<file path="src/sv/slpg_pkg.sv">
// shared constants, types and helpers of the sphere lattice point generator
// no dependencies
package slpg_pkg;

  localparam int MaxDim   = 8;
  localparam int PartBits = 8;
  localparam int DenW     = 8;
  localparam int DimW     = 4;
  localparam int CoordW   = 16;
  localparam int MagW     = 15;
  localparam int FracBits = 14;
  localparam int QuotW    = PartBits + 2 * FracBits + 2;
  localparam int RootW    = QuotW / 2;
  localparam int RemW     = RootW + 1;
  localparam int CntW     = $clog2(QuotW);
  localparam int IdxW     = $clog2(MaxDim);
  localparam int NzW      = $clog2(MaxDim + 1);
  localparam int AddrW    = 3;
  localparam int ApbW     = 32;

  typedef enum logic [0:0] {
    RegDen = 1'b0,
    RegDim = 1'b1
  } reg_idx_e;

  typedef struct packed {
    logic [DenW-1:0] den;
    logic [DimW-1:0] dim;
    logic            wr;
  } cfg_t;

  // zero denominator acts as one
  function automatic logic [PartBits-1:0] eff_den(input logic [DenW-1:0] d);
    logic [PartBits-1:0] r;
    r = PartBits'(d);
    if (d == '0) r = PartBits'(1);
    return r;
  endfunction

  // dimension clamped to 2..MaxDim
  function automatic logic [DimW-1:0] eff_dim(input logic [DimW-1:0] d);
    logic [DimW-1:0] r;
    r = d;
    if (d < DimW'(2)) r = DimW'(2);
    if (d > DimW'(MaxDim)) r = DimW'(MaxDim);
    return r;
  endfunction

endpackage

</file>
<file path="src/sv/slpg_apb.sv">
// configuration registers behind the apb-style port
// depends on slpg_pkg
module slpg_apb (
  input  logic                      clk_i,
  input  logic                      rst_ni,
  input  logic                      psel,
  input  logic                      penable,
  input  logic                      pwrite,
  input  logic [slpg_pkg::AddrW-1:0] paddr,
  input  logic [slpg_pkg::ApbW-1:0]  pwdata,
  output logic [slpg_pkg::ApbW-1:0]  prdata,
  output logic                      pready,
  output slpg_pkg::cfg_t            cfg_o
);

  logic [slpg_pkg::DenW-1:0] den_q;
  logic [slpg_pkg::DimW-1:0] dim_q;
  logic                      wr;
  slpg_pkg::reg_idx_e        sel;

  assign pready = 1'b1;
  assign wr     = psel & penable & pwrite;
  assign sel    = slpg_pkg::reg_idx_e'(paddr[2]);

  always_ff @(posedge clk_i or negedge rst_ni) begin
    if (!rst_ni) begin
      den_q <= slpg_pkg::DenW'(4);
      dim_q <= slpg_pkg::DimW'(3);
    end else if (wr) begin
      unique case (sel)
        slpg_pkg::RegDen: den_q <= pwdata[slpg_pkg::DenW-1:0];
        slpg_pkg::RegDim: dim_q <= pwdata[slpg_pkg::DimW-1:0];
        default: ;
      endcase
    end
  end

  always_comb begin
    unique case (sel)
      slpg_pkg::RegDen: prdata = slpg_pkg::ApbW'(den_q);
      slpg_pkg::RegDim: prdata = slpg_pkg::ApbW'(dim_q);
      default:          prdata = '0;
    endcase
  end

  assign cfg_o.den = den_q;
  assign cfg_o.dim = dim_q;
  assign cfg_o.wr  = wr;

endmodule

</file>
<file path="src/sv/slpg_root.sv">
// bit-serial magnitude unit: restoring divide then restoring square root
// depends on slpg_pkg
module slpg_root (
  input  logic                          clk_i,
  input  logic                          rst_ni,
  input  logic                          start_i,
  input  logic [slpg_pkg::PartBits-1:0] part_i,
  input  logic [slpg_pkg::PartBits-1:0] den_i,
  output logic                          done_o,
  output logic [slpg_pkg::MagW-1:0]     mag_o
);

  typedef enum logic [1:0] {R_IDLE, R_DIV, R_SQRT} rstate_e;

  rstate_e                        st_q;
  logic [slpg_pkg::CntW-1:0]      cnt_q;
  logic [slpg_pkg::QuotW-1:0]     q_q;
  logic [slpg_pkg::PartBits-1:0]  drem_q;
  logic [slpg_pkg::RemW-1:0]      srem_q;
  logic [slpg_pkg::RootW-1:0]     root_q;
  logic                           done_q;

  logic [slpg_pkg::PartBits:0]    dsh, dden;
  logic                           dge;
  logic [slpg_pkg::RemW+1:0]      ssh, strial;
  logic                           sge;
  logic [slpg_pkg::RootW:0]       rnd;

  assign dsh    = {drem_q, q_q[slpg_pkg::QuotW-1]};
  assign dden   = {1'b0, den_i};
  assign dge    = dsh >= dden;
  assign ssh    = {srem_q, q_q[slpg_pkg::QuotW-1 -: 2]};
  assign strial = {1'b0, root_q, 2'b01};
  assign sge    = ssh >= strial;
  // round to nearest: floor(sqrt) odd means round up
  assign rnd    = {1'b0, root_q} + (slpg_pkg::RootW+1)'(1);
  assign mag_o  = rnd[slpg_pkg::MagW:1];
  assign done_o = done_q;

  always_ff @(posedge clk_i or negedge rst_ni) begin
    if (!rst_ni) begin
      st_q   <= R_IDLE;
      cnt_q  <= '0;
      done_q <= 1'b0;
    end else begin
      // one-cycle pulse on the last root step
      done_q <= (st_q == R_SQRT) && (cnt_q == '0);
      unique case (st_q)
        R_IDLE: begin
          if (start_i) begin
            q_q    <= {part_i, (slpg_pkg::QuotW-slpg_pkg::PartBits)'(0)};
            drem_q <= '0;
            cnt_q  <= slpg_pkg::CntW'(slpg_pkg::QuotW - 1);
            st_q   <= R_DIV;
          end
        end
        R_DIV: begin
          drem_q <= dge ? slpg_pkg::PartBits'(dsh - dden) : dsh[slpg_pkg::PartBits-1:0];
          q_q    <= {q_q[slpg_pkg::QuotW-2:0], dge};
          if (cnt_q == '0) begin
            cnt_q  <= slpg_pkg::CntW'(slpg_pkg::RootW - 1);
            srem_q <= '0;
            root_q <= '0;
            st_q   <= R_SQRT;
          end else begin
            cnt_q <= cnt_q - slpg_pkg::CntW'(1);
          end
        end
        R_SQRT: begin
          srem_q <= sge ? slpg_pkg::RemW'(ssh - strial) : ssh[slpg_pkg::RemW-1:0];
          root_q <= {root_q[slpg_pkg::RootW-2:0], sge};
          q_q    <= {q_q[slpg_pkg::QuotW-3:0], 2'b00};
          if (cnt_q == '0) begin
            st_q <= R_IDLE;
          end else begin
            cnt_q <= cnt_q - slpg_pkg::CntW'(1);
          end
        end
        default: st_q <= R_IDLE;
      endcase
    end
  end

endmodule

</file>
<file path="src/sv/sphere_lattice_point_generator_unit.sv">
// top level of the sphere lattice point generator
// depends on slpg_pkg, slpg_apb and slpg_root
//
// Each input word (restart in bit 0 of s_axis_tdata_i) yields one output word with the
// next lattice point on the unit sphere: eight signed 16-bit coordinates, 16384 = 1.0,
// and tlast on the final point. A word that only steps the sign pattern goes straight to
// emit. A word that moves to a new composition (also restart, the first word after reset
// or after a register write) recomputes the magnitudes of all n coordinates in one shared
// bit-serial unit, a restoring divide then a restoring square root per coordinate. A
// finished word sits in the output register while the next input word is taken.
module sphere_lattice_point_generator_unit (
  input  logic                       clk_i,
  input  logic                       rst_ni,
  // restart in bit 0
  input  logic                       s_axis_tvalid_i,
  output logic                       s_axis_tready_o,
  input  logic [7:0]                 s_axis_tdata_i,
  // coord_0 in bits 15:0 up to coord_7 in bits 127:112
  output logic                       m_axis_tvalid_o,
  input  logic                       m_axis_tready_i,
  output logic [127:0]               m_axis_tdata_o,
  output logic                       m_axis_tlast_o,
  input  logic                       psel,
  input  logic                       penable,
  input  logic                       pwrite,
  input  logic [slpg_pkg::AddrW-1:0] paddr,
  input  logic [slpg_pkg::ApbW-1:0]  pwdata,
  output logic [slpg_pkg::ApbW-1:0]  prdata,
  output logic                       pready
);

  typedef enum logic [1:0] {ST_IDLE, ST_START, ST_WAIT, ST_EMIT} state_e;

  localparam int MD = slpg_pkg::MaxDim;
  localparam int PB = slpg_pkg::PartBits;

  slpg_pkg::cfg_t cfg;

  state_e                         st_q;
  logic [PB-1:0]                  parts_q [MD];
  logic [slpg_pkg::MagW-1:0]      mag_q   [MD];
  logic [MD-1:0]                  sign_q;
  logic                           first_q;
  logic [slpg_pkg::IdxW-1:0]      idx_q;
  logic                           mv_q;
  logic [127:0]                   mdata_q;
  logic                           mlast_q;

  logic [PB-1:0]                  den_e;
  logic [slpg_pkg::DimW-1:0]      dim_e;
  logic [slpg_pkg::IdxW-1:0]      last_idx;
  logic [MD-1:0]                  nz;
  logic [slpg_pkg::NzW-1:0]       nz_cnt;
  logic                           pat_last;
  logic [PB-1:0]                  tail;
  logic [slpg_pkg::IdxW-1:0]      piv;
  logic                           found;
  logic [PB-1:0]                  nxt_parts [MD];
  logic [127:0]                   coords;
  logic                           is_last;
  logic                           accept;
  logic                           root_done;
  logic [slpg_pkg::MagW-1:0]      root_mag;
  logic                           out_free;

  slpg_apb u_apb (
    .clk_i   (clk_i),
    .rst_ni  (rst_ni),
    .psel    (psel),
    .penable (penable),
    .pwrite  (pwrite),
    .paddr   (paddr),
    .pwdata  (pwdata),
    .prdata  (prdata),
    .pready  (pready),
    .cfg_o   (cfg)
  );

  slpg_root u_root (
    .clk_i   (clk_i),
    .rst_ni  (rst_ni),
    .start_i (st_q == ST_START),
    .part_i  (parts_q[idx_q]),
    .den_i   (den_e),
    .done_o  (root_done),
    .mag_o   (root_mag)
  );

  assign den_e    = slpg_pkg::eff_den(cfg.den);
  assign dim_e    = slpg_pkg::eff_dim(cfg.dim);
  assign last_idx = slpg_pkg::IdxW'(dim_e - slpg_pkg::DimW'(1));
  assign tail     = parts_q[last_idx];

  // nonzero parts in use, and whether the sign pattern is the final one
  always_comb begin
    pat_last = 1'b1;
    for (int j = 0; j < MD; j++) begin
      nz[j] = (slpg_pkg::DimW'(j) < dim_e) && (parts_q[j] != '0);
    end
    nz_cnt = slpg_pkg::NzW'($countones(nz));
    for (int b = 0; b < MD; b++) begin
      if (sign_q[b] != (slpg_pkg::NzW'(b) < nz_cnt)) pat_last = 1'b0;
    end
  end

  // pivot: highest nonzero part below the tail
  always_comb begin
    piv   = '0;
    found = 1'b0;
    for (int j = 0; j < MD; j++) begin
      if ((slpg_pkg::IdxW'(j) < last_idx) && (parts_q[j] != '0)) begin
        piv   = slpg_pkg::IdxW'(j);
        found = 1'b1;
      end
    end
  end

  // next composition: move one unit right of the pivot and fold the tail in
  always_comb begin
    for (int j = 0; j < MD; j++) begin
      if (found && (slpg_pkg::IdxW'(j) == piv + slpg_pkg::IdxW'(1)) && (j != 0)) begin
        nxt_parts[j] = ((slpg_pkg::IdxW'(j) == last_idx) ? '0 : parts_q[j])
                       + PB'(1) + tail;
      end else if (slpg_pkg::IdxW'(j) == last_idx) begin
        nxt_parts[j] = '0;
      end else if (found && (slpg_pkg::IdxW'(j) == piv)) begin
        nxt_parts[j] = parts_q[j] - PB'(1);
      end else begin
        nxt_parts[j] = parts_q[j];
      end
    end
  end

  // output word: k-th nonzero part takes sign bit k
  always_comb begin
    logic [slpg_pkg::NzW-1:0]    k;
    logic [slpg_pkg::CoordW-1:0] v;
    k      = '0;
    coords = '0;
    for (int j = 0; j < MD; j++) begin
      v = '0;
      if (nz[j]) begin
        v = {1'b0, mag_q[j]};
        if (sign_q[k[slpg_pkg::IdxW-1:0]]) v = -v;
        k = k + slpg_pkg::NzW'(1);
      end
      coords[j*slpg_pkg::CoordW +: slpg_pkg::CoordW] = v;
    end
  end

  assign is_last         = (tail == den_e) && pat_last;
  assign s_axis_tready_o = (st_q == ST_IDLE);
  assign accept          = s_axis_tvalid_i && s_axis_tready_o;
  assign out_free        = !mv_q || m_axis_tready_i;

  assign m_axis_tvalid_o = mv_q;
  assign m_axis_tdata_o  = mdata_q;
  assign m_axis_tlast_o  = mlast_q;

  always_ff @(posedge clk_i or negedge rst_ni) begin
    if (!rst_ni) begin
      st_q    <= ST_IDLE;
      first_q <= 1'b1;
      sign_q  <= '0;
      idx_q   <= '0;
      mv_q    <= 1'b0;
      for (int j = 0; j < MD; j++) begin
        parts_q[j] <= (j == 0) ? PB'(4) : '0;
      end
    end else begin
      // output register: loads from emit, empties when taken
      if ((st_q == ST_EMIT) && out_free) mv_q <= 1'b1;
      else if (m_axis_tready_i) mv_q <= 1'b0;
      unique case (st_q)
        ST_IDLE: begin
          if (accept) begin
            if (s_axis_tdata_i[0] || first_q ||
                (pat_last && ((tail == den_e) || !found))) begin
              // back to the first composition
              for (int j = 0; j < MD; j++) begin
                parts_q[j] <= (j == 0) ? den_e : '0;
              end
              sign_q     <= '0;
              idx_q      <= '0;
              st_q       <= ST_START;
            end else if (pat_last) begin
              for (int j = 0; j < MD; j++) begin
                parts_q[j] <= nxt_parts[j];
              end
              sign_q <= '0;
              idx_q  <= '0;
              st_q   <= ST_START;
            end else begin
              sign_q <= sign_q + MD'(1);
              st_q   <= ST_EMIT;
            end
          end
        end
        ST_START: st_q <= ST_WAIT;
        ST_WAIT: begin
          if (root_done) begin
            mag_q[idx_q] <= root_mag;
            if (idx_q == last_idx) begin
              st_q <= ST_EMIT;
            end else begin
              idx_q <= idx_q + slpg_pkg::IdxW'(1);
              st_q  <= ST_START;
            end
          end
        end
        ST_EMIT: begin
          if (out_free) begin
            mdata_q <= coords;
            mlast_q <= is_last;
            st_q    <= ST_IDLE;
          end
        end
        default: st_q <= ST_IDLE;
      endcase
      // any register write restarts the walk on the next word
      if (cfg.wr) first_q <= 1'b1;
      else if (accept) first_q <= 1'b0;
    end
  end

endmodule

</file>
<file path="config.mk">
export PLATFORM = sky130hd
export DESIGN_NAME = sphere_lattice_point_generator_unit
export DESIGN_NICKNAME = d
export VERILOG_FILES = /design/src/sv/slpg_pkg.sv /design/src/sv/slpg_apb.sv /design/src/sv/slpg_root.sv /design/src/sv/sphere_lattice_point_generator_unit.sv
export SDC_FILE = /design/constraint.sdc
export NUM_CORES = 1
export LEC_CHECK = 0
export BUFFER_PORTS_ARGS = -buffer_cell sky130_fd_sc_hd__buf_2
export CAP_MARGIN = 20
export CORE_MARGIN = 5
export CORE_UTILIZATION = 51
export CTS_CLUSTER_SIZE = 24
export DETAILED_ROUTE_END_ITERATION = 10
export GPL_TIMING_DRIVEN = 0
export MAX_ROUTING_LAYER = met4
export PLACE_DENSITY_LB_ADDON = 0.12
export SLEW_MARGIN = 0
export SYNTH_ARGS = -nofsm -noshare
export SYNTH_HDL_FRONTEND = slang
export SYNTH_HIERARCHICAL = 1
export SYNTH_SLANG_ARGS = --single-unit
</file>
<file path="constraint.sdc">
create_clock -name clk_i -period 10.3 [get_ports clk_i]
set_input_delay 0.515 -clock clk_i [delete_from_list [all_inputs] [get_ports clk_i]]
set_output_delay 0.515 -clock clk_i [all_outputs]
set_load 0.01 [all_outputs]
</file>
==> summary by stage, run 1 <==
Timing
Setup violations remaining at the end of the flow were counted as 0. The number of pins with negative max-slew slack in the final report is 0. Setup repair after global routing left no endpoint under its margin. At the pin with the least slew margin, the transition time is between 1 and 1.5 ns.

The count of final hold-check violations is 0. The worst slew margin relative to its limit is 0.3182. Setup total negative slack on the finished layout was measured at 0 ns. Counting I/O delays and the setup requirement, the final critical path takes roughly 9.3 ns. Timing would allow up to around 110 MHz. The clock skew after layout is between 0.03 and 0.04 ns. Of the available clock period, the critical path in the final layout requires 0.9075.

Synthesis
Of the total synthesized cell area, the portion taken by AND, OR, NAND and NOR gates is 0.1601. For this run, the leading register cell type out of synthesis is edfxtp_1. The number of warnings printed during yosys synthesis is 6.

Of the post-synthesis cell area, the dominant cell type holds 0.3656. Each instance of the synthesized netlist takes up on average roughly 10 um2. Counting instances in the post-synthesis netlist gives the leading cell types as 334 x edfxtp_1, 261 x nor2_1, 199 x nand2_1. The number of synthesized flops with an enable pin is ~330.

Counting every instance in the synthesized netlist gives about 2700. For this run, asynchronously set or reset flops after synthesis account for 0.2304. The most frequent cell after synthesis is edfxtp_1.

The mux contribution to synthesized area is 0.05031. The synthesized design contains ~430 register bits. The combined area of all synthesized cells is 27430 um2. The post-synthesis share of cell area spent on full adders, half adders and majority gates is 0.06532.

The share of synthesized area occupied by flip-flops and latches is 0.4571. The count of distinct cell types in the synthesized netlist is around 110. The dominant combinational cell family by area after synthesis is simple AND/OR/NAND/NOR gates. The share of the synthesized area in compound gates (AO/OA/AOI/OAI) is 0.1583. Of the total synthesized cell area, the portion taken by XOR and XNOR cells is 0.05993. By area the synthesized netlist is led by edfxtp_1 37%, dfrtp_1 8.7%, ha_1 5.7%. The cell taking the most area after synthesis is edfxtp_1.

Floorplanning
In this run the core area contains 85 standard-cell rows. The total die area is ~59000 um2. The top-level I/O count is 214. The die height is 241.9 um. The initial core utilization is 0.5118. From left edge to right edge, the die measures about 240 um. The placeable core area is ~54000 um2.

Worst setup path
The critical setup path kind is flip-flop to flip-flop. The peak fanout along the critical path is 12. STA puts the critical path data arrival time at 9.84 ns. STA puts the critical path data required time at between 10 and 15 ns. The capturing element type of the critical path is a flip-flop. The kind of start point of the critical path is a flip-flop.

Placed design
The weighted congestion at the end of routability-driven global placement is ~1.0. The post-DP HPWL is approximately 59000 um. The count of buffers added on input and output ports is roughly 150.

Clocking
Once the clock tree was built, the setup fixing pass inserted 0 buffers. The number of clock sinks is about 430. Counting along the longest clock path gives a buffer depth of 3. The root buffer cell is clkbuf_16.

The deepest level of the CTS H-tree is 2. The number of clock buffers added by TritonCTS is 48. Clock-pin slew was measured on the worst setup and hold paths at roughly 0.06 ns. The clock tree from TritonCTS is yes.

The later pin in the worst-skew pair is clocked with a latency of 0.62 ns.

Global route
The initial antenna violation count is 1. The all-layer global routing usage is 0.2696. The first global-routing pass estimated ~120000 um of wire.

The via count of the first global-routing pass was between 20000 and 25000. After global routing the overflow that remains totals 0. The maximum number of pins on one net before global-route repair is 55.

Drt
The initial DRC count is around 1900. The number of vias per cell after detailed routing is approximately 6.0. Across all layers, the routed design uses 22390 vias. Summed over all layers, the routed wires come to slightly below 80000 um.

For this run, the detailed router's first-pass iteration total came to 8. The average detailed-routed wire length per instance is about 21 um. The detail route stage leaves a number of antenna-violating nets equal to 0. After detailed routing, the number of remaining DRC violations is 0.

Flow run
Across the run, the number of max-cap violations was 0.

Worst hold path
The type of the worst min-delay path is input pin to flip-flop.

Run status
The run finished with clean final reports.

Layout
In the final layout, the share of cells above drive strength 1 is 0.1427. The synthesis-to-layout area growth is 13.99%. The net count of the finished layout is 3177.
-- worst max-delay path, cell delays in order (launching register included) --
cell	delay [ns]
dfrtp_1	0.52
nand2b_1	0.25
nor2_1	0.33
clkbuf_1	0.70
ha_1	0.42
a21o_1	0.15
a21boi_0	0.59
inv_1	0.16
clkbuf_1	0.31
buf_1	0.36
fa_1	0.63
fa_1	0.42
inv_1	0.08
ha_1	0.17
inv_1	0.06
fa_1	0.46
nand2b_1	0.19
o21a_1	0.22
o21ai_0	0.17
a21oi_1	0.09
o2111ai_1	0.64
nand2_1	0.25
clkbuf_1	0.36
a21oi_1	0.74
buf_2	0.44
nand2_1	0.26
o21ai_0	0.26
-- per-layer routing --
metal  vias to the layer above  global-route usage  wire [um]
met1                     10870              0.3420      32870
li1                      10460                   -          -
met2                       853              0.4331      37290
met5                         -                   -          0
met4                         0             0.09382       2943
met3                       207             0.05781       6275
-- logic make-up (layout without fill, tap and decap cells) --
family | count (synthesis) | after routing
AOI/OAI and AO/OA | 665 | 665
and+or+nand+nor | 887 | 887
adders and majority gates | 136 | 136
muxes | 110 | 110
DFF | 434 | 434
xor gates and xnor gates | 183 | 183
buffers and inverters | 312 | 587
other | 2 | 27
-- stage by stage --
step	worst slack (ns)	cells	instance area, um2	utilization	hold slack, ns
2_1_floorplan	3.177	2752	27520	-	0.2194
3_3_place_gp	0.1309	3602	29160	0.5441	0.4946
3_5_place_dp	1.161	3631	29620	0.5527	0.4975
4_1_cts	1.165	3718	31230	0.5826	0.1251
5_1_grt	0.4995	3724	31270	0.5833	0.1371
6_report	0.9523	3725	31270	0.5834	0.1461
-- sequential cells by signal (all words and copies together) (netlist names), 3 cells and up --
signal	flops
idx_q	3
m_axis_tdata_o	128
mag_q	120
parts_q	64
sign_q	8
u_apb/den_q	8
u_apb/dim_q	4
u_root/cnt_q	6
u_root/drem_q	8
u_root/q_q	38
u_root/root_q	19
u_root/srem_q	20
-- timing repair --
item,CTS,global route
resized for setup,0,0
hold endpoints to repair,48,0
hold buffers,1,0
-- final cells by class --
cell class                 count  area (um2)
sequential                   434       12540
inverter                     157       591.8
clock inverter                22       229.0
fill                        4603       22330
antenna                        2       5.005
clock buffer                  64        1363
buffer                       155       745.7
multi-input combinational   2006       13730
tap                          696       870.8
timing repair buffer         189        1200
-- cell usage in the layout, fill, tap and decap left out, drive strengths merged, types with 20 or more instances in the layout --
cell type	count
a22o	31
a31oi	32
or3	50
xnor2	100
a22oi	25
nor2b	23
xor2	83
nand3	57
mux2	23
inv	155
a21oi	176
clkbuf	158
nand4	25
edfxtp	334
o21ai	166
mux4	20
nand2	201
buf	249
and2	46
dfrtp	95
a21o	59
conb	25
mux2i	67
ha	124
clkinv	22
nand2b	33
nor3	93
nor4	25
nor2	261
-- worst paths after layout --
path | startpoint | slack, ns | depth (start not counted) | end
max reg2reg | u_apb/dim_q[3] | 0.95 | 26 | parts_q[30]
max in group asynchronous | rst_ni | 9.14 | 3 | parts_q[58]
max | u_apb/dim_q[3] | 0.95 | 26 | parts_q[30]
min reg2reg | first_q | 0.52 | 1 | first_q
min | pwdata[4] | 0.15 | 2 | u_apb/den_q[4]
min in group asynchronous | rst_ni | 0.45 | 2 | parts_q[28]
Power of run 1 is left out: the tool's default activity adds up to more than one toggle a clock period on the data nets, which glitch-free logic cannot reach.
==> run 2: changes to the inputs <==
Settings changed: CELL_PAD_IN_SITES_DETAIL_PLACEMENT set to 0, CELL_PAD_IN_SITES_GLOBAL_PLACEMENT set to 1, CORE_UTILIZATION 51 to 44.
==> summary by stage, run 2 (synthesis gave the netlist of run 1 again) <==
Global route
The initial antenna violation count was 0 (-1). The all-layer global routing usage is 0.2449 (-0.02478). The global-route wire length before repair is 127100 um (+3.2%). The residual overflow from global routing is 0 (unchanged). The via count of the first global-routing pass is 21520 (-1.2%).

The maximum number of pins on one net before global-route repair is 91 (+65%).

Layout
The ratio of cells with drive above 1 in the final layout was 0.1403 (-0.002452). Compared with the post-synthesis result, the final layout area differs by 14.50%. The post-layout net count is 3175 (-0.063%). The top cell types in the final layout, fill and taps aside, are 334 x edfxtp_1, 261 x nor2_1, 199 x nand2_1, 179 x buf_2, 176 x a21oi_1.

The number of flip-flops under the largest register name is 128 (unchanged). Leaving out fill and tap cells, the most frequent cell in the layout is edfxtp_1. The number of inserted diodes was 0 (-2).

Worst setup path
In this run the critical register-to-register path is launched from u_apb/dim_q[3]. The cell with the biggest individual delay on the critical path is a21oi_1. The largest stage delay on the critical path came to 0.63 ns (-0.11 ns). The slack of the worst reg-to-reg path was 1.08 ns (+0.13 ns). The gate family responsible for the most delay along the worst path is compound AO/OA/AOI/OAI gates. The endpoint arrival time on the critical path is 9.57 ns (-0.27 ns). The worst setup path is launched from a flip-flop.

In this run the critical register-to-register path is captured at m_axis_tdata_o[117]. The logic depth of the worst path, buffers included was 31 (+19%). The critical path is of the flip-flop to flip-flop type. The critical path required time is 10.65 ns (-0.15 ns). The most repeated library cell on the critical path is ha_1. The critical path starts at u_apb/dim_q[3]. The peak fanout along the critical path is 10 (-2).

The count of cells along the worst register-to-register path is 31 (+19%). STA classifies the critical path endpoint as a flip-flop. The worst path buffer plus inverter count was 8 (unchanged). The endpoint of the most critical setup path is m_axis_tdata_o[117].

Clocking
CTS placed an instance of clkbuf_16 at the clock tree root. The quantity of gates resized following cts is 0 (unchanged). The deepest level of the CTS H-tree came to 2 (unchanged). The clock insertion delay at the later pin of the skew report was 0.60 ns (-0.02 ns). The clock slew seen by the registers of the worst setup and hold paths was 0.06 ns (about the same). The number of clock sinks is 434 (unchanged). The number of setup buffers added after CTS is 0 (unchanged). The clock tree buffer depth is 3 (unchanged). The number of buffers created by CTS was 49 (+2.1%). The clock tree from TritonCTS is yes.

Timing
The worst slew margin relative to its limit is 0.2855 (-0.03269). The clock skew after layout came to 0.01755 ns (-0.02056 ns). Setup repair after global routing left no endpoint under its margin.

The final hold slack is 0.1578 ns (+0.01174 ns). The count of final hold-check violations is 0 (unchanged). The setup slack after layout is 1.083 ns (+0.1310 ns). The count of endpoints failing setup in the final report is 0 (unchanged). The number of pins with negative max-slew slack in the final report is 0 (unchanged). The fraction of the cycle the final worst path needs was 0.8948 (-0.01272). The total negative slack was 0 ns (unchanged). The highest clock rate came to 108.5 MHz (+1.4%). The clock period minus worst slack was 9.217 ns (-0.1310 ns). The pin slew with the least headroom to its limit is 1.071 ns (+0.04899 ns).

Floorplanning
The die span in x is 259.7 um (+7.3%). The top-level I/O count is 214 (unchanged). The die height is 259.7 um (+7.3%).

The placeable core area is 61710 um2 (+15%). The initial core utilization is 0.4445 (-0.06726). The row count is 91 (+7.1%). The total die area is 67440 um2 (+15%).

Worst hold path
In this run the worst hold path is classified as input pin to flip-flop.

Placed design
The post-DP HPWL is 62300 um (+6.0%). The weighted congestion at the end of routability-driven global placement is 0.9385 (-7.3%). The quantity of I/O buffers inserted on ports is 154 (unchanged). The pre-CTS setup slack is 1.092 ns (-0.06898 ns).

Drt
The length of the first detailed-routing pass in iterations came to 8 (unchanged). The average detailed-routed wire length per instance came to 21.29 um (about the same). The vias after detailed routing was 22150 (-1.1%). The remaining antenna violation count came to 0 (unchanged).

The number of vias per cell after detailed routing was 5.727 (-4.7%). The wire length reported by the detailed router is 82330 um (+3.7%). The initial DRC count was 1635 (-14%).

The number of remaining DRC errors was 0 (unchanged).

Run status
The flow ran to the end, and the final reports show no timing, DRC or antenna violations.

Flow run
The max-cap check violation count came to 0 (unchanged).
[run 2: cell types whose count changed in the layout (fill, tap and decap cells not counted), sizes merged]
cell	before	now
clkinv	22	26
clkbuf	158	155
buf	249	247
bufinv	2	4
diode	2	0
clkinvlp	0	1
inv	155	156
[run 2: layout make-up]
| cell class | count | area [um2] |
|---|---|---|
| Inverter | 157 | 591.8 |
| Clock buffer | 62 | 1295 |
| Timing Repair Buffer | 186 | 1167 |
| Sequential cell | 434 | 12540 |
| Buffer | 155 | 745.7 |
| Fill cell | 5664 | 30300 |
| Clock inverter | 30 | 289.0 |
| Multi-Input combinational cell | 2006 | 13730 |
| Tap cell | 837 | 1047 |
[run 2: per-stage QoR]
stage,cell area (um2),std cells,utilization
floorplan,27520,2752,-
detailed placement,29780,3770,0.4826
finish,31410,3867,0.5089
CTS,31380,3863,0.5085
global route,31410,3867,0.5089
global placement,29340,3743,0.4754
[run 2: worst min path at each step]
stage	startpoint	end	slack, ns	cells after the start
6_report	pwdata[6]	u_apb/den_q[6]	0.16	2
5_1_grt	pwdata[6]	u_apb/den_q[6]	0.14	2
4_1_cts	pwdata[6]	u_apb/den_q[6]	0.12	2
3_5_place_dp	rst_ni	parts_q[28]	0.37	1
3_3_place_gp	u_root/cnt_q[2]	u_root/cnt_q[2]	0.50	1
2_1_floorplan	rst_ni	idx_q[0]	0.22	0
[run 2: worst reg2reg max path: cells and delay by family, from the launching register on]
family          cells  cell delay [ns]
flops               1             0.53
buf+inv             8             2.31
xor+xnor            1             0.23
simple gates        5             1.04
compound gates     11             3.01
fa+ha+maj           6             1.87
[run 2: repair_timing]
action,in CTS,in global routing
hold buffers,1,0
hold endpoints to repair,16,0
setup endpoints to repair,0,0
[run 2: routing by layer]
metal	vias up	GRT usage	routed length, um
li1	10470	-	-
met4	0	0.06590	2397
met3	148	0.03117	4811
met1	10790	0.3298	36450
met2	746	0.3956	38680
met5	-	-	0
Power of run 2 is left out for the same reason.
==> run 3: changes to the inputs <==
Settings changed: CORE_MARGIN 5 to 2, CTS_CLUSTER_DIAMETER set to 100.
==> summary by stage, run 3 (synthesis gave the netlist of run 1 again) <==
Run status
The run finished with clean final reports.

Layout
In the layout the commonest cells are 334 x edfxtp_1, 261 x nor2_1, 199 x nand2_1, 178 x buf_2, 176 x a21oi_1. The library cell used most frequently in the layout, excluding fill and tap cells, is edfxtp_1. The count of fill cells added during filler insertion was 5761 (+1.7%). The post-layout net count came to 3150 (-0.79%). The final instance count without filler cells is 3813 (-1.4%).

The number of flip-flops under the largest register name is 128 (unchanged). The ratio of cells with drive above 1 in the final layout is 0.1311 (-0.009172). Compared with the post-synthesis result, the final layout area differs by 11.63%.

Worst setup path
The kind of start point of the critical path is a flip-flop. The most repeated library cell on the critical path is ha_1. The setup path with the least slack is of type flip-flop to flip-flop. The critical path required time is 10.64 ns (about the same).

The cell with the biggest individual delay on the critical path is a21oi_1. The worst path buffer plus inverter count is 9 (+1). The endpoint arrival time on the critical path is 9.78 ns (+0.21 ns). The worst setup path is captured at a flip-flop. The peak fanout along the critical path is 10 (unchanged). The largest stage delay on the critical path is 0.72 ns (+0.09 ns). The gate family responsible for the most delay along the worst path is compound AO/OA/AOI/OAI gates.

Placed design
The quantity of I/O buffers inserted on ports is 154 (unchanged). The number of cells in the design after placement was 3769 (-0.027%). The post-DP HPWL came to 61780 um (-0.85%).

The weighted congestion at the end of routability-driven global placement is 0.9701 (+3.4%).

Timing
The clock skew after layout is 0.02108 ns (+0.003524 ns). The highest clock rate is 105.9 MHz (-2.4%). The clock period minus worst slack came to 9.440 ns (+0.2235 ns). The count of final hold-check violations is 0 (unchanged).

The total negative slack is 0 ns (unchanged). Setup repair after global routing left no endpoint under its margin. The worst slew margin relative to its limit was 0.3088 (+0.02326).

The fraction of the cycle the final worst path needs is 0.9165 (+0.02169). The number of pins with negative max-slew slack in the final report was 0 (unchanged). The pin slew with the least headroom to its limit is 1.036 ns (-0.03486 ns). The count of endpoints failing setup in the final report is 0 (unchanged).

Floorplanning
The top-level I/O count came to 214 (unchanged). The die span in x is 253.7 um (-2.3%). The row count is 91 (unchanged). The die height is 253.7 um (-2.3%).

The placeable core area came to 61710 um2 (unchanged). The initial core utilization is 0.4445 (unchanged). The total die area came to 64360 um2 (-4.6%).

Global route
The all-layer global routing usage is 0.2571 (+0.01225). The maximum number of pins on one net before global-route repair is 65 (-29%). The initial antenna violation count is 1 (+1).

The via count of the first global-routing pass is 21010 (-2.4%). The global-route wire length before repair is 124700 um (-1.9%). The residual overflow from global routing came to 0 (unchanged).

Drt
The remaining antenna violation count is 0 (unchanged). The length of the first detailed-routing pass in iterations is 6 (-2). The number of remaining DRC errors is 0 (unchanged). The average detailed-routed wire length per instance is 21.28 um (about the same). The initial DRC count is 1568 (-4.1%). The number of vias per cell after detailed routing is 5.738 (+0.18%).

The vias after detailed routing was 21880 (-1.2%). The wire length reported by the detailed router was 81160 um (-1.4%).

Clocking
The number of setup buffers added after CTS is 0 (unchanged). The deepest level of the CTS H-tree is 1 (-1). The number of buffers created by CTS was 25 (-49%). The clock tree buffer depth is 3 (unchanged).

The tree is rooted in a clkbuf_16. The clock tree from TritonCTS is yes. The clock slew seen by the registers of the worst setup and hold paths came to 0.10 ns (+0.04 ns). The clock insertion delay at the later pin of the skew report is 0.62 ns (+0.02 ns).

The number of clock sinks is 434 (unchanged).

Flow run
The max-cap check violation count is 0 (unchanged).

Worst hold path
The worst hold path belongs to the class input pin to flip-flop.
run 3: cell types whose count changed in the layout (fill, tap and decap cells not counted), moves of 2 or more:
cell	previous run	this run
inv_8	0	2
clkbuf_1	102	93
clkinv_2	9	0
clkinv_4	0	2
clkbuf_16	49	25
bufinv_16	4	1
clkinv_1	14	3
inv_16	0	2
clkbuf_8	2	0
run 3: cell type report:
cell class                 instances  area [um2]  area share
tap                              837        1047     0.03420
sequential                       434       12540      0.4095
clock inverter                    11       162.7    0.005312
timing repair buffer             185        1167     0.03812
clock buffer                      27       633.1     0.02067
buffer                           155       745.7     0.02435
multi-input combinational       2006       13730      0.4485
antenna                            1       2.502  0.00008172
inverter                         157       591.8     0.01933
run 3: path summary, 6_finish.rpt:
| check | start | to | slack, ns | cells after the start |
|---|---|---|---|---|
| setup / recovery | u_apb/dim_q[2] | m_axis_tdata_o[113] | 0.86 | 32 |
| hold / removal | pwdata[7] | u_apb/den_q[7] | 0.14 | 2 |
| setup reg to reg | u_apb/dim_q[2] | m_axis_tdata_o[113] | 0.86 | 32 |
| max in group asynchronous | rst_ni | u_apb/dim_q[1] | 9.16 | 3 |
| min in group asynchronous | rst_ni | parts_q[26] | 0.39 | 2 |
| hold reg to reg | first_q | first_q | 0.52 | 1 |
run 3: routing by layer:
| layer | GRT usage | share of wire | vias up |
|---|---|---|---|
| li1 | - | - | 10380 |
| met1 | 0.3482 | 0.45 | 10770 |
| met2 | 0.4216 | 0.48 | 628 |
| met3 | 0.02489 | 0.051 | 97 |
| met4 | 0.05429 | 0.022 | 0 |
| met5 | - | 0 | - |
run 3: per-stage QoR:
stage / area [um2] / utilization / worst slack [ns] / hold WS [ns]
floorplan: 27520 / - / 3.177 / 0.2194
global placement: 29340 / 0.4754 / 0.1213 / 0.4965
detailed placement: 29780 / 0.4826 / 1.088 / 0.4968
CTS: 30590 / 0.4957 / 1.098 / 0.1226
global route: 30620 / 0.4962 / 0.4298 / 0.1307
finish: 30620 / 0.4962 / 0.8598 / 0.1422
run 3: what timing repair did:
| item | CTS | global route |
|---|---|---|
| hold endpoints to repair | 42 | 0 |
| resized for setup | 0 | 0 |
| hold buffers | 1 | 0 |
Power of run 3 is left out for the same reason.
